[config.mk]
export PLATFORM = sky130hd
export DESIGN_NAME = keyframe_light_envelope_core
export DESIGN_NICKNAME = d
export VERILOG_FILES = /design/src/rtl/klenv_pkg.sv /design/src/rtl/klenv_ram.sv /design/src/rtl/klenv_div.sv /design/src/rtl/keyframe_light_envelope_core.sv
export SDC_FILE = /design/constraint.sdc
export NUM_CORES = 2
export LEC_CHECK = 0
export BUFFER_PORTS_ARGS = -buffer_cell sky130_fd_sc_hd__clkbuf_2
export CAP_MARGIN = 0
export CORE_ASPECT_RATIO = 1.75
export CORE_MARGIN = 10
export CORE_UTILIZATION = 46
export DETAILED_ROUTE_END_ITERATION = 10
export GPL_ROUTABILITY_DRIVEN = 0
export GPL_TIMING_DRIVEN = 0
export HOLD_SLACK_MARGIN = 0.08
export PLACE_DENSITY = 0.64
export SLEW_MARGIN = 0
export SYNTH_ARGS = -nofsm -noshare
export SYNTH_HDL_FRONTEND = slang
export SYNTH_SLANG_ARGS = --single-unit
[constraint.sdc]
create_clock -name clk -period 10.5 [get_ports clk]
set_input_delay 1.05 -clock clk [delete_from_list [all_inputs] [get_ports clk]]
set_output_delay 1.05 -clock clk [all_outputs]
set_load 0.01 [all_outputs]
[src/rtl/klenv_pkg.sv]
`timescale 1ns / 1ps

package klenv_pkg;

  localparam int MAX_KEYS = 16;
  localparam int IDX_W    = $clog2(MAX_KEYS);
  localparam int CNT_W    = $clog2(MAX_KEYS + 1);

  localparam int POS_W    = 24;
  localparam int LVL_W    = 16;
  localparam int LANES    = 4;
  localparam int LEVELS_W = LVL_W * LANES;
  localparam int ENTRY_W  = POS_W + LEVELS_W;
  localparam int FRAC_W   = 16;
  localparam int TIME_W   = 16;
  localparam int RATE_W   = 16;
  localparam int DIV_CNT_W = $clog2(FRAC_W + 1);

  localparam logic [RATE_W-1:0] RATE_RESET   = 16'd3277;
  localparam logic [POS_W-1:0]  PROGRESS_MAX = 24'hFFFFFF;
  localparam logic [POS_W-1:0]  PROGRESS_ONE = 24'h010000;

  localparam logic [1:0] ACT_CLEAR  = 2'd0;
  localparam logic [1:0] ACT_APPEND = 2'd1;
  localparam logic [1:0] ACT_TICK   = 2'd2;

  typedef struct packed {
    logic [1:0]        action;
    logic [TIME_W-1:0] elapsed_time;
    logic [POS_W-1:0]  key_position;
    logic [LVL_W-1:0]  key_intensity;
    logic [LVL_W-1:0]  key_red;
    logic [LVL_W-1:0]  key_green;
    logic [LVL_W-1:0]  key_blue;
  } in_item_t;

  typedef struct packed {
    logic [LVL_W-1:0] out_intensity;
    logic [LVL_W-1:0] out_red;
    logic [LVL_W-1:0] out_green;
    logic [LVL_W-1:0] out_blue;
    logic             updated;
    logic             ended;
    logic             table_overflow;
  } out_item_t;

  typedef enum logic [2:0] {
    S_IDLE,
    S_PROG,
    S_SCAN,
    S_DIV,
    S_LERP,
    S_DONE
  } state_t;

endpackage

[src/rtl/klenv_ram.sv]
`timescale 1ns / 1ps

module klenv_ram #(
  parameter int WIDTH = 8,
  parameter int DEPTH = 16
) (
  input  logic                     clk,
  input  logic                     we,
  input  logic [$clog2(DEPTH)-1:0] waddr,
  input  logic [WIDTH-1:0]         wdata,
  input  logic [$clog2(DEPTH)-1:0] raddr,
  output logic [WIDTH-1:0]         rdata
);

  logic [WIDTH-1:0] mem [DEPTH];

  always_ff @(posedge clk) begin
    if (we) begin
      mem[waddr] <= wdata;
    end
    rdata <= mem[raddr];
  end

endmodule

[src/rtl/klenv_div.sv]
`timescale 1ns / 1ps

module klenv_div (
  input  logic                         clk,
  input  logic                         rst_n,
  input  logic                         start,
  input  logic [klenv_pkg::POS_W-1:0]  num,
  input  logic [klenv_pkg::POS_W-1:0]  den,
  output logic                         done,
  output logic [klenv_pkg::FRAC_W-1:0] quo
);

  import klenv_pkg::*;

  logic                 busy_r;
  logic                 done_r;
  logic [DIV_CNT_W-1:0] cnt_r;
  logic [POS_W-1:0]     rem_r;
  logic [POS_W-1:0]     den_r;
  logic [FRAC_W-1:0]    quo_r;
  logic [POS_W:0]       shifted;
  logic                 ge;
  logic [POS_W-1:0]     rem_nxt;

  always_comb begin
    shifted = {rem_r, 1'b0};
    ge      = shifted >= {1'b0, den_r};
    if (ge) begin
      rem_nxt = POS_W'(shifted - {1'b0, den_r});
    end else begin
      rem_nxt = shifted[POS_W-1:0];
    end
  end

  always_ff @(posedge clk) begin
    if (!rst_n) begin
      busy_r <= 1'b0;
      done_r <= 1'b0;
      cnt_r  <= '0;
    end else begin
      done_r <= 1'b0;
      if (start) begin
        busy_r <= 1'b1;
        cnt_r  <= DIV_CNT_W'(FRAC_W);
      end else if (busy_r) begin
        cnt_r <= cnt_r - DIV_CNT_W'(1);
        if (cnt_r == DIV_CNT_W'(1)) begin
          busy_r <= 1'b0;
          done_r <= 1'b1;
        end
      end
    end
  end

  always_ff @(posedge clk) begin
    if (start) begin
      rem_r <= num;
      den_r <= den;
      quo_r <= '0;
    end else if (busy_r) begin
      rem_r <= rem_nxt;
      quo_r <= {quo_r[FRAC_W-2:0], ge};
    end
  end

  assign done = done_r;
  assign quo  = quo_r;

  a_start_idle: assert property (@(posedge clk) disable iff (!rst_n) start |-> !busy_r)
    else $error("divider started while busy");
  a_rem_bound: assert property (@(posedge clk) disable iff (!rst_n) busy_r |-> rem_r < den_r)
    else $error("partial remainder not below divisor");
  a_done_after_busy: assert property (@(posedge clk) disable iff (!rst_n)
    done_r |-> $past(busy_r))
    else $error("divider done without a running division");

endmodule

[src/rtl/keyframe_light_envelope_core.sv]
`timescale 1ns / 1ps

// Channel  Direction  Handshake              Payload
// in_      input      in_valid / in_ready    klenv_pkg::in_item_t
// out_     output     out_valid / out_ready  klenv_pkg::out_item_t
// cfg_     input      cfg_valid / cfg_ready  progress rate, 16 bits
//
// Clear and append go from acceptance straight to S_DONE, which loads the result.
// A tick passes S_PROG, then S_SCAN, which steps through the keyframes via the table memory's
// read port when at least two are held, then S_DIV for the serial divider and S_LERP for the
// one-lane interpolation multiplier when the progress lies inside a segment, then S_DONE.
// One transaction is in work at a time; a result waiting in the output register stalls the
// block only when the next result is ready. Reset is synchronous and empties the table.

module keyframe_light_envelope_core (
  input  logic                         clk,
  input  logic                         rst_n,
  input  logic                         in_valid,
  output logic                         in_ready,
  input  klenv_pkg::in_item_t          in_data,
  output logic                         out_valid,
  input  logic                         out_ready,
  output klenv_pkg::out_item_t         out_data,
  input  logic                         cfg_valid,
  output logic                         cfg_ready,
  input  logic [klenv_pkg::RATE_W-1:0] cfg_data
);

  import klenv_pkg::*;

  state_t              state_r, state_nxt;
  logic [RATE_W-1:0]   rate_r;
  logic [CNT_W-1:0]    key_count_r;
  logic [POS_W-1:0]    progress_r;
  logic [LEVELS_W-1:0] held_r;
  logic                hit_r;
  logic                ovf_r;
  logic [ENTRY_W-1:0]  prev_r;
  logic [LEVELS_W-1:0] next_lvl_r;
  logic [IDX_W-1:0]    scan_idx_r;
  logic [1:0]          lane_r;
  logic                out_valid_r;
  out_item_t           out_data_r;

  logic                in_fire;
  logic                table_full;
  logic                ram_we;
  logic [IDX_W-1:0]    ram_raddr;
  logic [ENTRY_W-1:0]  ram_wdata;
  logic [ENTRY_W-1:0]  ram_rdata;
  logic                div_start;
  logic                div_done;
  logic [FRAC_W-1:0]   div_quo;
  logic                out_free;
  logic                out_load;

  logic [2*TIME_W-1:0] gain_prod;
  logic [POS_W:0]      progress_sum;
  logic [POS_W-1:0]    progress_sat;
  logic [POS_W-1:0]    scan_pos;
  logic [LEVELS_W-1:0] scan_lvls;
  logic [POS_W-1:0]    prev_pos;
  logic                scan_found;
  logic                scan_last;
  logic                at_prev;
  logic [LVL_W-1:0]    lane_p;
  logic [LVL_W-1:0]    lane_n;
  logic signed [LVL_W:0]     lane_diff;
  logic signed [LVL_W:0]     lane_t;
  logic signed [2*LVL_W+1:0] lane_acc;
  logic [LVL_W-1:0]    lerp_val;

  klenv_ram #(
    .WIDTH (ENTRY_W),
    .DEPTH (MAX_KEYS)
  ) u_table (
    .clk   (clk),
    .we    (ram_we),
    .waddr (key_count_r[IDX_W-1:0]),
    .wdata (ram_wdata),
    .raddr (ram_raddr),
    .rdata (ram_rdata)
  );

  klenv_div u_div (
    .clk   (clk),
    .rst_n (rst_n),
    .start (div_start),
    .num   (progress_r - prev_pos),
    .den   (scan_pos - prev_pos),
    .done  (div_done),
    .quo   (div_quo)
  );

  always_comb begin
    in_fire      = in_valid && in_ready;
    table_full   = key_count_r == CNT_W'(MAX_KEYS);
    ram_wdata    = {in_data.key_blue, in_data.key_green, in_data.key_red,
                    in_data.key_intensity, in_data.key_position};
    gain_prod    = in_data.elapsed_time * rate_r;
    progress_sum = {1'b0, progress_r} + (POS_W + 1)'(gain_prod[2*TIME_W-1:FRAC_W]);
    progress_sat = progress_sum[POS_W] ? PROGRESS_MAX : progress_sum[POS_W-1:0];
    scan_pos     = ram_rdata[POS_W-1:0];
    scan_lvls    = ram_rdata[ENTRY_W-1:POS_W];
    prev_pos     = prev_r[POS_W-1:0];
    scan_found   = (scan_idx_r != '0) && (progress_r < scan_pos);
    scan_last    = (CNT_W'(scan_idx_r) + CNT_W'(1)) == key_count_r;
    at_prev      = progress_r <= prev_pos;
    out_free     = !out_valid_r || out_ready;
  end

  always_comb begin
    lane_p    = prev_r[POS_W + LVL_W*lane_r +: LVL_W];
    lane_n    = next_lvl_r[LVL_W*lane_r +: LVL_W];
    lane_diff = $signed({1'b0, lane_n}) - $signed({1'b0, lane_p});
    lane_t    = $signed({1'b0, div_quo});
    lane_acc  = $signed({2'b00, lane_p, {FRAC_W{1'b0}}}) + lane_diff * lane_t;
    lerp_val  = lane_acc[LVL_W+FRAC_W-1:FRAC_W];
  end

  always_comb begin
    state_nxt = state_r;
    unique case (state_r)
      S_IDLE: begin
        if (in_fire) begin
          state_nxt = (in_data.action == ACT_TICK) ? S_PROG : S_DONE;
        end
      end
      S_PROG: begin
        state_nxt = (key_count_r < CNT_W'(2)) ? S_DONE : S_SCAN;
      end
      S_SCAN: begin
        if (scan_found) begin
          state_nxt = at_prev ? S_DONE : S_DIV;
        end else if (scan_last) begin
          state_nxt = S_DONE;
        end
      end
      S_DIV: begin
        if (div_done) begin
          state_nxt = S_LERP;
        end
      end
      S_LERP: begin
        if (lane_r == 2'(LANES - 1)) begin
          state_nxt = S_DONE;
        end
      end
      S_DONE: begin
        if (out_free) begin
          state_nxt = S_IDLE;
        end
      end
      default: state_nxt = S_IDLE;
    endcase
  end

  always_comb begin
    in_ready  = state_r == S_IDLE;
    cfg_ready = 1'b1;
    ram_we    = in_fire && (in_data.action == ACT_APPEND) && !table_full;
    ram_raddr = (state_r == S_SCAN) ? scan_idx_r + IDX_W'(1) : '0;
    div_start = (state_r == S_SCAN) && scan_found && !at_prev;
    out_load  = (state_r == S_DONE) && out_free;
  end

  always_ff @(posedge clk) begin
    if (!rst_n) begin
      state_r     <= S_IDLE;
      rate_r      <= RATE_RESET;
      key_count_r <= '0;
      progress_r  <= '0;
      held_r      <= '0;
      hit_r       <= 1'b0;
      ovf_r       <= 1'b0;
      out_valid_r <= 1'b0;
    end else begin
      state_r <= state_nxt;
      if (cfg_valid && cfg_ready) begin
        rate_r <= cfg_data;
      end
      unique case (state_r)
        S_IDLE: begin
          if (in_fire) begin
            hit_r <= 1'b0;
            ovf_r <= 1'b0;
            unique case (in_data.action)
              ACT_CLEAR: key_count_r <= '0;
              ACT_APPEND: begin
                if (table_full) begin
                  ovf_r <= 1'b1;
                end else begin
                  key_count_r <= key_count_r + CNT_W'(1);
                end
              end
              ACT_TICK: progress_r <= progress_sat;
              default: ;
            endcase
          end
        end
        S_SCAN: begin
          if (scan_found) begin
            hit_r <= 1'b1;
            if (at_prev) begin
              held_r <= prev_r[ENTRY_W-1:POS_W];
            end
          end
        end
        S_LERP: held_r[LVL_W*lane_r +: LVL_W] <= lerp_val;
        default: ;
      endcase
      if (out_load) begin
        out_valid_r <= 1'b1;
      end else if (out_ready) begin
        out_valid_r <= 1'b0;
      end
    end
  end

  always_ff @(posedge clk) begin
    unique case (state_r)
      S_PROG: scan_idx_r <= '0;
      S_SCAN: begin
        lane_r <= '0;
        if (scan_found) begin
          next_lvl_r <= scan_lvls;
        end else begin
          prev_r     <= ram_rdata;
          scan_idx_r <= scan_idx_r + IDX_W'(1);
        end
      end
      S_LERP: lane_r <= lane_r + 2'(1);
      default: ;
    endcase
    if (out_load) begin
      out_data_r.out_intensity  <= held_r[0*LVL_W +: LVL_W];
      out_data_r.out_red        <= held_r[1*LVL_W +: LVL_W];
      out_data_r.out_green      <= held_r[2*LVL_W +: LVL_W];
      out_data_r.out_blue       <= held_r[3*LVL_W +: LVL_W];
      out_data_r.updated        <= hit_r;
      out_data_r.ended          <= progress_r >= PROGRESS_ONE;
      out_data_r.table_overflow <= ovf_r;
    end
  end

  assign out_valid = out_valid_r;
  assign out_data  = out_data_r;

  a_count_bound: assert property (@(posedge clk) disable iff (!rst_n)
    key_count_r <= CNT_W'(MAX_KEYS))
    else $error("key count beyond table depth");
  a_scan_in_table: assert property (@(posedge clk) disable iff (!rst_n)
    state_r == S_SCAN |-> CNT_W'(scan_idx_r) < key_count_r)
    else $error("scan beyond the written keyframes");
  a_flags_exclusive: assert property (@(posedge clk) disable iff (!rst_n)
    out_valid_r |-> !(out_data_r.updated && out_data_r.table_overflow))
    else $error("result marks both an update and an overflow");
  a_div_follows: assert property (@(posedge clk) disable iff (!rst_n)
    div_start |=> state_r == S_DIV)
    else $error("division started outside the segment path");

endmodule

==> qor.json <==
{
  "timing.critical_path.from_type": "flip-flop",
  "clock-sinks": 1907,
  "detailedRoute.firstPassIterationCount": 6,
  "grt_first_pass_wirelength_mm": 401.5,
  "yosysWarningCount": 0,
  "postPlaceCellArea_um2": 102100,
  "drtAntennaViolNets": 0,
  "critPathCaptureType": "flip-flop",
  "synthToLayoutAreaGrowth_pct": 12.61,
  "clkSlewWorstSetupHoldPaths_ns": 0.07,
  "grt_start_max_net_pins": 37,
  "cts-buffers-inserted": 172,
  "detailed_route_drc_error_count": 0,
  "fp.dieW_um": 365.4,
  "drt-initial-drc-count": 4659,
  "count_of_cell_types_in_the_netlist": 95,
  "core_area_um2": 207400,
  "synth_largest_area_cell": "edfxtp_1",
  "post_route_cells_drive_above_1_share_pct": 11.17,
  "cpMaxStageDelayCell": "edfxtp_1",
  "io_pins": 197,
  "clock_tree.htree_level_count": 4,
  "antenna_found_initial": 32,
  "die_height_um": 624.4,
  "min_period_ns": 10.23,
  "critical_path.most_common_cell": "fa_1",
  "maxSlewViolCount": 0,
  "synthesis.instances": 7175,
  "number_of_enable_flip_flop_cells_after_synthesis": 1681,
  "insertion_delay_ns": 0.86,
  "post_drt_wl_per_cell_um": 25.86,
  "hpwl_mm": 206.7,
  "slew-limit-headroom_pct": 10.54,
  "outcome": "completed",
  "power.static_leakage_nw": 40.59,
  "std_cell_rows": 221,
  "max_stage_delay_ns": 0.58,
  "path_class": "flip-flop to flip-flop",
  "maximum_count_of_clock_buffers_along_a_single_path": 4,
  "arrival_time_worst_endpoint_ns": 10.99,
  "synth.avg_cell_area_um2": 13.38,
  "cp_data_required_time_ns": 11.26,
  "detail_route.wirelength_mm": 271.5,
  "post_synth_main_area_contributors": "edfxtp_1 (53%), fa_1 (10%), dfxtp_1 (4.7%)",
  "fillCellCount": 17330,
  "fmax_mhz": 97.71,
  "power_per_cell_area_nw_per_um2": 177.9,
  "globalRouteOverflowTotal": 0,
  "synth.most_common_cell": "edfxtp_1",
  "synth_common_cells": "edfxtp_1 (1681), inv_1 (755), nand2_1 (738)",
  "synthesis.nets": 8121,
  "synth_flop_cell": "edfxtp_1",
  "multi_input_area_um2": 37050,
  "netlist_area_um2": 96020,
  "tritoncts": "done",
  "post_route_clock_skew_ns": 0.09981,
  "max-cap-violations": 0,
  "async_flop_share_pct": 0,
  "seq_area_um2": 55000,
  "ys_ff_latch": 1907,
  "clock-root-buffer": "clkbuf_16",
  "viasPerCell": 5.673,
  "worst-slew-pin-transition_ns": 1.342,
  "synth-seq-area-share_pct": 57.28,
  "fin_nets": 8620,
  "fp.dieArea_um2": 228100,
  "finish.instance_area_um2": 108100,
  "final.period_utilization_pct": 97.47,
  "detailroute.via_count": 59550,
  "setup_viol": 0,
  "groute.usage.overall_pct": 23.58,
  "start_util_pct": 46.30,
  "peakVddDrop_mv": 0.2994,
  "worstHoldPathType": "flip-flop to flip-flop",
  "port_buffers": 194,
  "final-hold-violation-count": 0,
  "worst_hold_slack_ns": 0.3967,
  "number_of_global_route_vias_before_repair": 62950,
  "synth_top_cell_area_share_pct": 52.57,
  "worst-path-max-fanout": 10
}
[cells in the final DEF (no fill, tap or decap), types with 16 or more instances in the layout]
cell type	n
edfxtp_1	1681
mux2i_1	393
nor2_1	185
o21ai_1	55
dfxtp_1	226
nor2b_1	38
nand3_1	37
nor3_1	33
o21ai_0	65
a31oi_1	95
inv_1	751
buf_6	48
clkbuf_16	179
and2_1	413
a211oi_1	287
ha_1	335
buf_2	34
clkbuf_8	20
buf_4	48
clkbuf_1	312
mux4_2	120
diode_2	16
buf_1	18
o21a_1	19
nand2b_1	32
a22oi_1	30
buf_12	46
a21oi_1	263
clkbuf_2	209
a311oi_1	89
xnor2_1	84
xor2_1	55
nand4_1	20
a21o_1	50
clkinv_1	23
nand2_1	736
clkinv_2	26
fa_1	479
[per-stage QoR]
| step | cells | setup TNS [ns] | utilization (%) | power (mW) | worst slack (ns) |
|---|---|---|---|---|---|
| after floorplan | 7175 | 0 | - | 11.70 | 0.8961 |
| after global placement | 10050 | -1636.57 | 48.38 | 12.92 | -3.813 |
| after detailed placement | 10140 | -67.78 | 49.21 | 13.04 | -1.540 |
| after CTS | 10460 | 0 | 51.92 | 19.23 | 0.01377 |
| after global routing | 10490 | -0.2024 | 52.13 | 20.13 | -0.08341 |
| final | 10500 | 0 | 52.14 | 19.23 | 0.2660 |
[final timing paths]
| path | from | endpoint | slack (ns) | cells past startpoint |
|---|---|---|---|---|
| setup / recovery | lane_r[0] | held_r[31] | 0.27 | 39 |
| hold / removal | ovf_r | out_data[0] | 0.40 | 0 |
| setup reg to reg | lane_r[0] | held_r[31] | 0.27 | 39 |
| hold reg to reg | ovf_r | out_data[0] | 0.40 | 0 |
[worst max-delay path, delay by kind of cell (launching register included)]
kind | cells | cell delay [ns]
multiplexers | 1 | 0.58
AO/OA/AOI/OAI | 14 | 2.95
AND/OR/NAND/NOR | 3 | 0.49
buffers and inverters | 10 | 1.38
flip-flops | 1 | 0.58
XOR/XNOR | 3 | 0.50
adder cells (fa/ha/maj) | 8 | 3.63
[state kept, by name (all words and copies together) (netlist names)]
| name | flops |
|---|---|
| held_r | 64 |
| hit_r | 1 |
| key_count_r | 5 |
| lane_r | 2 |
| next_lvl_r | 64 |
| out_data | 67 |
| out_valid | 1 |
| ovf_r | 1 |
| prev_r | 88 |
| progress_r | 24 |
| rate_r | 16 |
| scan_idx_r | 4 |
| state_r | 3 |
| u_div.busy_r | 1 |
| u_div.cnt_r | 5 |
| u_div.den_r | 24 |
| u_div.done | 1 |
| u_div.quo | 16 |
| u_div.rem_r | 24 |
| u_table.mem | 1408 |
| u_table.rdata | 88 |
[area by class of cell]
cell class              count  area share [%]
repair buffers            330           2.644
flip-flops and latches   1907           50.87
well taps                2676           3.096
inverters                 759           2.642
diodes                     16         0.03703
clock buffers             236           4.497
clock inverters            70          0.5207
multi-input cells        4143           34.26
plain buffers             361           1.436
[power breakdown]
| group | switching [mW] | internal (mW) | total, mW |
|---|---|---|---|
| Sequential | 0.0671 | 8.31 | 8.37 |
| Clock | 2.78 | 3.42 | 6.20 |
| Combinational | 2.82 | 1.84 | 4.66 |
[routing by layer]
metal  vias up  track usage (%)  share of wire [%]
met5         -                0              0.061
met3       819            4.074                5.6
met2      2079            43.39                 53
met1     30160            24.51                 34
li1      26470                -                  -
met4        28            14.79                7.4
[cells by family after synthesis]
kind of cell    after synthesis  synth area share [%]
compound gates             1068                 7.528
xor+xnor                    151                 1.377
fa+ha+maj                   819                 14.44
buf+inv                    1125                 4.505
flops                      1907                 57.28
mux                         518                 6.970
other cells                   1              0.003905
simple gates               1586                 7.894
[what timing repair did]
item / 4_1_cts / 5_1_grt
setup endpoints to repair: 64 / 57
pin swaps: 5 / 28
setup buffers: 9 / 28
gates resized for setup: 42 / 70
gates cloned: 0 / 0
hold buffers: 0 / 0
hold endpoints to repair: 0 / 0
No activity file was read; power rests on OpenSTA's default activity.
